`config.mk`:
```
export PLATFORM = sky130hd
export DESIGN_NAME = motor_command_decoder_watchdog
export DESIGN_NICKNAME = d
export VERILOG_FILES = /design/src/rtl/mcdw_pkg.sv /design/src/rtl/motor_command_decoder_watchdog.sv
export SDC_FILE = /design/constraint.sdc
export NUM_CORES = 1
export LEC_CHECK = 0
export BUFFER_PORTS_ARGS = -buffer_cell sky130_fd_sc_hd__buf_4
export CAP_MARGIN = 20
export CORE_MARGIN = 8
export CORE_UTILIZATION = 39
export DETAILED_ROUTE_END_ITERATION = 10
export PLACE_DENSITY = 0.65
export SETUP_SLACK_MARGIN = 0.05
export SYNTH_ARGS = -nofsm -noshare
export SYNTH_HDL_FRONTEND = slang
export SYNTH_SLANG_ARGS = --single-unit
```
`constraint.sdc`:
```
create_clock -name clk -period 3.75 [get_ports clk]
set_clock_uncertainty 0.15 [all_clocks]
set_input_delay 0.1875 -clock clk [delete_from_list [all_inputs] [get_ports clk]]
set_output_delay 0.1875 -clock clk [all_outputs]
set_load 0.01 [all_outputs]
```
`src/rtl/mcdw_pkg.sv`:
```
package mcdw_pkg;

	// Duty channel indexes
	typedef logic [2:0] ch_idx_t;
	localparam int unsigned NUM_CH = 5;
	localparam ch_idx_t CH_FORWARD = 3'd0;
	localparam ch_idx_t CH_BACK    = 3'd1;
	localparam ch_idx_t CH_TURBO   = 3'd2;
	localparam ch_idx_t CH_LEFT    = 3'd3;
	localparam ch_idx_t CH_RIGHT   = 3'd4;

	typedef logic [7:0] duty_t;

	// Request kind
	typedef enum logic {
		OP_TICK = 1'b0,
		OP_CMD  = 1'b1
	} op_t;

	// Drive command codes; the remaining codes only rearm the watchdog and steer
	typedef enum logic [2:0] {
		CMD_KILL    = 3'd0,
		CMD_STOP    = 3'd1,
		CMD_FORWARD = 3'd2,
		CMD_BACK    = 3'd3,
		CMD_FREQ    = 3'd4
	} cmd_t;

	// Steering codes; the others mean straight
	localparam logic [1:0] DIR_LEFT  = 2'd1;
	localparam logic [1:0] DIR_RIGHT = 2'd2;

	// Configuration register indexes
	typedef enum logic [2:0] {
		REG_TEST_ENABLE     = 3'd0,
		REG_STEP_DELAY      = 3'd1,
		REG_COMMAND_TIMEOUT = 3'd2,
		REG_TURN_DUTY       = 3'd3,
		REG_HALF_DUTY       = 3'd4,
		REG_FULL_DUTY       = 3'd5
	} reg_idx_t;

	// Self-test sequencer, one-hot
	typedef enum logic [5:0] {
		STEP_IDLE    = 6'b000001,
		STEP_LEFT    = 6'b000010,
		STEP_RIGHT   = 6'b000100,
		STEP_FORWARD = 6'b001000,
		STEP_FULL    = 6'b010000,
		STEP_ENDED   = 6'b100000
	} step_t;

endpackage

```
`src/rtl/motor_command_decoder_watchdog.sv`:
```
// An accepted request passes through the input register and then the duty/state
// registers, which are the result register.
// Throughput: one request per cycle; the decode and both tick counters update in
// one pass, so only a stalled output holds the input side back.
// Reset (arst_n low): all duties and frequency 0, watchdog disarmed, self-test at
// its idle step with its timer armed, configuration at its documented defaults.
module motor_command_decoder_watchdog #(
	parameter int unsigned TICK_BITS = 16
) (
	input  logic       clk,
	input  logic       arst_n,
	// configuration write port
	input  logic       cfg_we,
	input  logic [2:0] cfg_index,
	input  logic [15:0] cfg_data,
	// input channel
	input  logic       in_valid,
	output logic       in_stall,
	input  logic       op,
	input  logic [2:0] command,
	input  logic [7:0] speed,
	input  logic [7:0] turbo,
	input  logic [1:0] direction,
	// output channel
	output logic       out_valid,
	input  logic       out_stall,
	output logic [7:0] duty_forward,
	output logic [7:0] duty_back,
	output logic [7:0] duty_turbo,
	output logic [7:0] duty_left,
	output logic [7:0] duty_right,
	output logic [7:0] pwm_frequency
);

	localparam int unsigned CMP_W = (TICK_BITS > 16) ? TICK_BITS : 16;

	// Configuration registers
	logic        test_enable_q;
	logic [15:0] step_delay_q;
	logic [15:0] command_timeout_q;
	logic [7:0]  turn_duty_q;
	logic [7:0]  half_duty_q;
	logic [7:0]  full_duty_q;

	always_ff @(posedge clk or negedge arst_n) begin
		if (!arst_n) begin
			test_enable_q     <= 1'b0;
			step_delay_q      <= 16'd1000;
			command_timeout_q <= 16'd500;
			turn_duty_q       <= 8'd255;
			half_duty_q       <= 8'd128;
			full_duty_q       <= 8'd255;
		end else if (cfg_we) begin
			unique case (cfg_index)
				mcdw_pkg::REG_TEST_ENABLE:     test_enable_q     <= cfg_data[0];
				mcdw_pkg::REG_STEP_DELAY:      step_delay_q      <= cfg_data;
				mcdw_pkg::REG_COMMAND_TIMEOUT: command_timeout_q <= cfg_data;
				mcdw_pkg::REG_TURN_DUTY:       turn_duty_q       <= cfg_data[7:0];
				mcdw_pkg::REG_HALF_DUTY:       half_duty_q       <= cfg_data[7:0];
				mcdw_pkg::REG_FULL_DUTY:       full_duty_q       <= cfg_data[7:0];
				default: ;
			endcase
		end
	end

	// Handshake control
	logic valid_s1;
	logic process;

	assign process  = valid_s1 && (!out_valid || !out_stall);
	assign in_stall = valid_s1 && !process;

	// Input register
	logic       op_s1;
	logic [2:0] command_s1;
	logic [7:0] speed_s1;
	logic [7:0] turbo_s1;
	logic [1:0] direction_s1;

	always_ff @(posedge clk or negedge arst_n) begin
		if (!arst_n) begin
			valid_s1 <= 1'b0;
		end else if (in_valid && !in_stall) begin
			valid_s1 <= 1'b1;
		end else if (process) begin
			valid_s1 <= 1'b0;
		end
	end

	always_ff @(posedge clk) begin
		if (in_valid && !in_stall) begin
			op_s1        <= op;
			command_s1   <= command;
			speed_s1     <= speed;
			turbo_s1     <= turbo;
			direction_s1 <= direction;
		end
	end

	// State / result registers
	mcdw_pkg::duty_t         duty_q [mcdw_pkg::NUM_CH];
	logic [7:0]              freq_q;
	mcdw_pkg::step_t         step_q;
	logic [TICK_BITS-1:0]    tt_q;
	logic                    tt_armed_q;
	logic [TICK_BITS-1:0]    wd_q;
	logic                    wd_armed_q;

	mcdw_pkg::duty_t         duty_d [mcdw_pkg::NUM_CH];
	logic [7:0]              freq_d;
	mcdw_pkg::step_t         step_d;
	logic [TICK_BITS-1:0]    tt_d;
	logic                    tt_armed_d;
	logic [TICK_BITS-1:0]    wd_d;
	logic                    wd_armed_d;
	logic                    rearm;

	// Next-state decode for one request
	always_comb begin
		duty_d     = duty_q;
		freq_d     = freq_q;
		step_d     = step_q;
		tt_d       = tt_q;
		tt_armed_d = tt_armed_q;
		wd_d       = wd_q;
		wd_armed_d = wd_armed_q;
		rearm      = 1'b0;

		if (op_s1 == mcdw_pkg::OP_TICK) begin
			// self-test part first
			if (tt_armed_q && (CMP_W'(tt_q) >= CMP_W'(step_delay_q))) begin
				tt_d = '0;
				unique case (step_q)
					mcdw_pkg::STEP_IDLE: begin
						duty_d = '{default: '0};
						step_d = test_enable_q ? mcdw_pkg::STEP_LEFT : mcdw_pkg::STEP_ENDED;
					end
					mcdw_pkg::STEP_LEFT: begin
						duty_d[mcdw_pkg::CH_RIGHT] = '0;
						duty_d[mcdw_pkg::CH_LEFT]  = turn_duty_q;
						step_d = mcdw_pkg::STEP_RIGHT;
					end
					mcdw_pkg::STEP_RIGHT: begin
						duty_d[mcdw_pkg::CH_LEFT]  = '0;
						duty_d[mcdw_pkg::CH_RIGHT] = turn_duty_q;
						step_d = mcdw_pkg::STEP_FORWARD;
					end
					mcdw_pkg::STEP_FORWARD: begin
						duty_d[mcdw_pkg::CH_BACK]    = '0;
						duty_d[mcdw_pkg::CH_TURBO]   = '0;
						duty_d[mcdw_pkg::CH_FORWARD] = half_duty_q;
						step_d = mcdw_pkg::STEP_FULL;
					end
					mcdw_pkg::STEP_FULL: begin
						duty_d[mcdw_pkg::CH_BACK]    = '0;
						duty_d[mcdw_pkg::CH_FORWARD] = full_duty_q;
						step_d = mcdw_pkg::STEP_IDLE;
					end
					mcdw_pkg::STEP_ENDED: begin
						duty_d     = '{default: '0};
						tt_armed_d = 1'b0;
					end
					default: begin
						duty_d = '{default: '0};
						step_d = mcdw_pkg::STEP_IDLE;
					end
				endcase
			end else if (tt_q != '1) begin
				tt_d = tt_q + TICK_BITS'(1);
			end
			// watchdog part second
			if (wd_armed_q && (CMP_W'(wd_q) >= CMP_W'(command_timeout_q))) begin
				duty_d     = '{default: '0};
				wd_armed_d = 1'b0;
			end else if (wd_q != '1) begin
				wd_d = wd_q + TICK_BITS'(1);
			end
		end else begin
			unique case (command_s1)
				mcdw_pkg::CMD_KILL: begin
					duty_d = '{default: '0};
				end
				mcdw_pkg::CMD_STOP: begin
					duty_d = '{default: '0};
					rearm  = 1'b1;
				end
				mcdw_pkg::CMD_FORWARD: begin
					duty_d[mcdw_pkg::CH_BACK]    = '0;
					duty_d[mcdw_pkg::CH_FORWARD] = speed_s1;
					duty_d[mcdw_pkg::CH_TURBO]   = turbo_s1;
					rearm = 1'b1;
				end
				mcdw_pkg::CMD_BACK: begin
					duty_d[mcdw_pkg::CH_FORWARD] = '0;
					duty_d[mcdw_pkg::CH_TURBO]   = '0;
					duty_d[mcdw_pkg::CH_BACK]    = speed_s1;
					rearm = 1'b1;
				end
				mcdw_pkg::CMD_FREQ: begin
					freq_d = speed_s1;
				end
				default: begin
					rearm = 1'b1;
				end
			endcase
			// watchdog rearm and steering
			if (rearm) begin
				wd_d       = '0;
				wd_armed_d = 1'b1;
				if (direction_s1 == mcdw_pkg::DIR_LEFT) begin
					duty_d[mcdw_pkg::CH_RIGHT] = '0;
					duty_d[mcdw_pkg::CH_LEFT]  = turn_duty_q;
				end else if (direction_s1 == mcdw_pkg::DIR_RIGHT) begin
					duty_d[mcdw_pkg::CH_LEFT]  = '0;
					duty_d[mcdw_pkg::CH_RIGHT] = turn_duty_q;
				end else begin
					duty_d[mcdw_pkg::CH_LEFT]  = '0;
					duty_d[mcdw_pkg::CH_RIGHT] = '0;
				end
			end
		end
	end

	always_ff @(posedge clk or negedge arst_n) begin
		if (!arst_n) begin
			duty_q     <= '{default: '0};
			freq_q     <= '0;
			step_q     <= mcdw_pkg::STEP_IDLE;
			tt_q       <= '0;
			tt_armed_q <= 1'b1;
			wd_q       <= '0;
			wd_armed_q <= 1'b0;
		end else if (process) begin
			duty_q     <= duty_d;
			freq_q     <= freq_d;
			step_q     <= step_d;
			tt_q       <= tt_d;
			tt_armed_q <= tt_armed_d;
			wd_q       <= wd_d;
			wd_armed_q <= wd_armed_d;
		end
	end

	// Result valid
	always_ff @(posedge clk or negedge arst_n) begin
		if (!arst_n) begin
			out_valid <= 1'b0;
		end else if (process) begin
			out_valid <= 1'b1;
		end else if (!out_stall) begin
			out_valid <= 1'b0;
		end
	end

	assign duty_forward  = duty_q[mcdw_pkg::CH_FORWARD];
	assign duty_back     = duty_q[mcdw_pkg::CH_BACK];
	assign duty_turbo    = duty_q[mcdw_pkg::CH_TURBO];
	assign duty_left     = duty_q[mcdw_pkg::CH_LEFT];
	assign duty_right    = duty_q[mcdw_pkg::CH_RIGHT];
	assign pwm_frequency = freq_q;

	// Assertions
	a_no_stall_when_empty: assert property (@(posedge clk) disable iff (!arst_n)
		!valid_s1 |-> !in_stall)
		else $error("input stalled with empty input register");

	a_rearm: assert property (@(posedge clk) disable iff (!arst_n)
		(process && op_s1 == mcdw_pkg::OP_CMD && command_s1 != mcdw_pkg::CMD_KILL
			&& command_s1 != mcdw_pkg::CMD_FREQ) |=> (wd_armed_q && wd_q == '0))
		else $error("drive command did not rearm the watchdog");

	a_test_timer_drop: assert property (@(posedge clk) disable iff (!arst_n)
		$fell(tt_armed_q) |-> $past(step_q) == mcdw_pkg::STEP_ENDED)
		else $error("self-test timer disarmed outside the ended step");

	a_freq_only_by_cmd: assert property (@(posedge clk) disable iff (!arst_n)
		!$stable(freq_q) |-> $past(process && op_s1 == mcdw_pkg::OP_CMD
			&& command_s1 == mcdw_pkg::CMD_FREQ))
		else $error("frequency changed without a set-frequency request");

endmodule

```
; ---- Yosys cells after proc, flatten, opt, wreduce, memory -nomap -nowiden
; Cells that the tools add are included.
[op_classes]
reduce_logical = 37
n_mux = 28
bitwise_logic = 2
order_cmp = 2
eq_ne = 27
addsub = 2
[ops]
columns = operator, n
row1 = $mux W16, 9
row2 = $mux W40, 3
row3 = $pmux W16 S3, 2
row4 = $pmux W24 S3, 1
row5 = $add A16 B1 Y16 const B, 2
row6 = $ge A16 B16 Y1, 2
row7 = $ne A16 B16 Y1 const B, 2
row8 = $pmux W6 S5, 1
row9 = $reduce_and A4 Y1, 6
row10 = $mux W8, 2
row11 = $eq A3 B2 Y1 const B, 4
row12 = $reduce_and A2 Y1, 6
row13 = $eq A3 B3 Y1 const B, 3
row14 = $mux W1, 9
row15 = $ne A3 B1 Y1 const B, 3
row16 = $reduce_and A3 Y1, 3
row17 = $reduce_bool A2 Y1, 4
row18 = $reduce_or A2 Y1, 4
row19 = $eq A3 B1 Y1 const B, 2
row20 = $eq A6 B1 Y1 const B, 1
row21 = $eq A6 B2 Y1 const B, 1
row22 = $eq A6 B3 Y1 const B, 1
row23 = $eq A6 B4 Y1 const B, 1
row24 = $eq A6 B5 Y1 const B, 1
row25 = other kinds (15), 25
[totals]
inputBits = 46
output_inout_bits = 50
regBits = 169
word_cells = 122

; ---- Logic depth before layout (Yosys ltp)
[depth]
word_depth = 8
mapped_depth = 9

; ---- Worst setup path before layout
; Ideal clock, no wire load.
[synth_timing]
path_kind = reg2reg
from = register step_delay_q[9]
to = register duty_q, in the netlist duty_left[0]
setup_slack_ps = 1070
setup_ps = 125
path_buffers = 1
stages_incl_launch_ff = 10
arrival_ps = 2405
cell_sequence = dfstp_2 -> inv_1 -> ha_1 -> nand4_1 -> a211o_1 -> o32ai_1 -> o21ai_2 -> o2bb2ai_4 -> buf_4 -> mux2_2
[synth_via]
elab_chain_len = 4
[synth_rtl]
columns = element, line
row1 = start: declaration, motor_command_decoder_watchdog.sv:39  ; logic [15:0] step_delay_q;
row2 = start signal: assignment, motor_command_decoder_watchdog.sv:56  ; mcdw_pkg::REG_STEP_DELAY: step_delay_q <= cfg_data;
row3 = $ge A16 B16 Y1, motor_command_decoder_watchdog.sv:131  ; if (tt_armed_q && (CMP_W'(tt_q) >= CMP_W'(step_delay_q))) begin
row4 = $logic_and A1 B1 Y1, motor_command_decoder_watchdog.sv:131
row5 = $reduce_bool A3 Y1 (no source line), -
row6 = $reduce_and A4 Y1 (no source line), -
row7 = end signal: assignment, motor_command_decoder_watchdog.sv:234  ; duty_q <= duty_d;
row8 = end: declaration, motor_command_decoder_watchdog.sv:101  ; mcdw_pkg::duty_t duty_q [mcdw_pkg::NUM_CH];
; No other way between the ends.
; A chain may end at the register's enable or synchronous reset.

; ---- Final worst setup path
[layout_timing]
from = register tt_q[0]
to = register duty_q, in the netlist duty_forward[1]
[layout_via]
elab_chain_len = 4
[layout_rtl]
columns = element, line
row1 = start: declaration, motor_command_decoder_watchdog.sv:104  ; logic [TICK_BITS-1:0] tt_q;
row2 = start signal: assignment, motor_command_decoder_watchdog.sv:237  ; tt_q <= tt_d;
row3 = $ge A16 B16 Y1, motor_command_decoder_watchdog.sv:131
row4 = $logic_and A1 B1 Y1, motor_command_decoder_watchdog.sv:131
row5 = $reduce_bool A3 Y1 (no source line), -
row6 = $reduce_and A4 Y1 (no source line), -
; No other way between the ends.

==> metrics.md <==
| Metric | Value |
|---|---|
| Largest net degree at the start of global routing | `93` |
| Worst Path Required | `3.88 ns` |
| Row count | `53` |
| Final Cell Area | `10500 um2` |
| Buf+Inv Stages, Crit Path | `1` |
| WL per Instance | `16.8 um` |
| Synth top area cells | `dfrtp_1 35%, dfstp_2 9.7%, edfxtp_1 7.9%` |
| Reg-to-reg startpoint | `tt_q[0]` |
| Die Y | `163 um` |
| PD cells | `547 nW/um2` |
| Endpoints failing setup | `0` |
| Post-synth EDFFs | `22` |
| Worst Path Max Fanout | `16` |
| Crit-path leading delay family | `compound AO/OA/AOI/OAI gates` |
| GR Util All Layers | `15.7%` |
| TritonCTS Buffers | `17` |
| WL final | `20300 um` |
| Max cap viols | `0` |
| HPWL after detailed placement | `14200 um` |
| Area grow syn2layout | `24.7%` |
| Max Clk Rate | `315 MHz` |
| Period utilization | `84.5%` |
| Setup bufs post-CTS | `0` |
| Core area | `21100 um2` |
| IO Pins | `96` |
| Crit-path cells | `inv_1 -> ha_1 -> nand2b_1 -> a2111oi_0 -> o32a_1 -> a21oi_4 -> o21ai_2 -> a22oi_1` |
| DR DRC count | `0` |
| Synth Cell Area | `8410 um2` |
| Critical path depth | `8` |
| Pre-antenna DRT Iters | `6` |
| Syn Inst Count | `788` |
| Share of cells above drive strength 1 | `26.1%` |
| Die area | `26500 um2` |
| First-pass GRT wire length | `33700 um` |
| Clock Tree Root | `clkbuf_16` |
| RePlAce Congestion | `0.774` |
| Yosys warnings | `0` |
| CTS tree | `yes` |
| Sequential-to-total area share from yosys stat | `52.1%` |
| Power Total | `5.73 mW` |
| Antenna Cells | `0` |
| Syn_nets | `868` |
| Post-synth ARST share | `87.0%` |
| Mapped Avg Cell Area | `10.7 um2` |
| Yosys top cell area share | `34.5%` |
| Reg2reg setup slack | `0.58 ns` |
| Register bit total from synthesis | `169` |
| Slew Viols, Final | `0` |
| Worst path max stage delay | `0.64 ns` |
| DR vias/cell | `5.34` |
| CP Class | `flip-flop to flip-flop` |
| Worst setup EP type | `flip-flop` |
| Slew headroom | `32.3%` |
| Die W | `163 um` |
| Fin nets | `1003` |
| CP Launch Type | `flip-flop` |
| CP arrival | `3.30 ns` |
| Final hold violation count | `0` |
| Setup TNS | `0 ns` |
| Initial Util | `39.9%` |
| Synth cell count leaders | `116 x dfrtp_1, 88 x nand2_1, 63 x o21ai_0, 60 x inv_1, 56 x mux2_2` |
| 1st-iter DRT viols | `481` |
| DP Area | `9450 um2` |
| Top cell type by total area after synthesis | `dfrtp_1` |
| IR drop worst, VDD | `0.362 mV` |
| Slowest cell on crit path | `a2111oi_0` |
| Status | `finished clean` |
| Initial antenna violation count | `0` |
| R2R Path End | `duty_forward[1]` |
| Via Count | `6467` |
| Most used DFF post-synth | `dfrtp_1` |
| RSZ-0062 raised after global routing | `false` |
| CTS H-Tree Depth | `4` |
| Worst-path clk slew | `0.07 ns` |
| Post-synthesis cell type count | `75` |
| Most common cell in the synthesized netlist | `dfrtp_1` |
| CP startpoint | `tt_q[0]` |
| Hold Crit Class | `input pin to flip-flop` |
| Port bufs | `95` |
| Clock Latency Late Sink | `0.43 ns` |
| Pleak | `4.59 nW` |
| Clk buf depth | `2` |
| Sink Count | `169` |
| Worst Tran Pin Value | `1.01 ns` |
| Worst Setup EP | `duty_forward[1]` |
| Antenna-violating nets left | `0` |
| Vias in the first global route | `6483` |
| Worst Reg2Reg Path Length in Cells | `8` |
| Crit path time final | `3.17 ns` |
| Total congestion overflow | `0` |
-- worst min-delay path: stages --
cell	delay, ns
buf_4	0.12
nor4b_1	0.06
mux2_2	0.21
-- layout by cell type, fill, tap and decap left out, drive strengths merged, types with 4 or more instances in the layout --
| master | count |
|---|---|
| a21o | 13 |
| a21oi | 23 |
| a22o | 12 |
| a22oi | 18 |
| a31oi | 4 |
| buf | 108 |
| clkbuf | 17 |
| dfrtp | 116 |
| dfstp | 31 |
| dlygate4sd3 | 42 |
| edfxtp | 22 |
| ha | 34 |
| inv | 69 |
| mux2 | 56 |
| mux2i | 9 |
| nand2 | 88 |
| nand2b | 4 |
| nand3 | 34 |
| nand4 | 12 |
| nor2 | 32 |
| nor3 | 21 |
| nor4 | 7 |
| o211ai | 9 |
| o21ai | 68 |
| o311ai | 5 |
| or2 | 5 |
| or3 | 8 |
| xnor2 | 10 |
-- repair_timing --
| item | in CTS | in global routing |
|---|---|---|
| hold buffers | 42 | 0 |
| hold endpoints to repair | 158 | 0 |
| gates resized for setup | 0 | 0 |
-- registers in the layout, indices dropped and copies added, names as in the netlist, 2 cells and up --
| name | count |
|---|---|
| command_timeout_q | 16 |
| turn_duty_q | 8 |
| duty_left | 8 |
| duty_forward | 8 |
| wd_q | 16 |
| full_duty_q | 8 |
| direction_s1 | 2 |
| pwm_frequency | 8 |
| step_delay_q | 16 |
| duty_turbo | 8 |
| duty_back | 8 |
| duty_right | 8 |
| speed_s1 | 8 |
| turbo_s1 | 8 |
| half_duty_q | 8 |
| tt_q | 16 |
| command_s1 | 3 |
| step_q | 6 |
-- report_power, final --
| group | switching, mW | internal (mW) |
|---|---|---|
| Sequential | 0.287 | 2.24 |
| Combinational | 0.741 | 0.650 |
| Clock | 0.798 | 1.01 |
-- worst min path at each step --
stage	startpoint	endpoint	slack, ns	depth (start not counted)
4_1_cts	cfg_index[1]	test_enable_q	0.02	3
5_1_grt	cfg_index[0]	test_enable_q	0.03	3
3_5_place_dp	arst_n	duty_left[2]	0.19	1
6_report	cfg_index[0]	test_enable_q	0.04	3
2_1_floorplan	arst_n	command_timeout_q[0]	-0.26	0
3_3_place_gp	arst_n	duty_left[2]	0.19	1
-- per-layer routing --
metal	track usage, %	vias to the layer above	part of all wire, %
met5	0	-	0
met4	4.13	0	0.81
met3	3.39	13	3.7
met2	25.2	140	48
met1	21.1	3198	47
li1	-	3116	-
-- area by class of cell --
class,count,area [um2]
multi-input combinational,525,3680
clock inverter,15,181
inverter,60,225
sequential,169,4380
tap,275,344
fill,1909,10600
timing repair buffer,150,1250
clock buffer,17,425
-- metrics by stage --
step | hold slack [ns] | utilization [%] | setup slack, ns | instances
6_report | 0.0352 | 49.7 | 0.580 | 1211
4_1_cts | 0.0221 | 49.7 | 0.534 | 1210
3_3_place_gp | 0.191 | 44.8 | 0.680 | 1136
2_1_floorplan | -0.258 | - | 1.07 | 788
3_5_place_dp | 0.186 | 44.8 | 0.565 | 1136
5_1_grt | 0.0349 | 49.7 | 0.325 | 1211
-- logic make-up (layout without fill, tap and decap cells) --
| group | count (synthesis) | count (layout) | synth area share (%) |
|---|---|---|---|
| multiplexers | 65 | 65 | 8.57 |
| flip-flops | 169 | 169 | 52.1 |
| AO/OA/AOI/OAI | 183 | 183 | 15.1 |
| buffers and inverters | 94 | 242 | 4.46 |
| XOR/XNOR | 11 | 11 | 1.15 |
| adder cells (fa/ha/maj) | 34 | 34 | 5.06 |
| AND/OR/NAND/NOR | 232 | 232 | 13.6 |
Note: power is estimated with default switching activity, not from simulation.
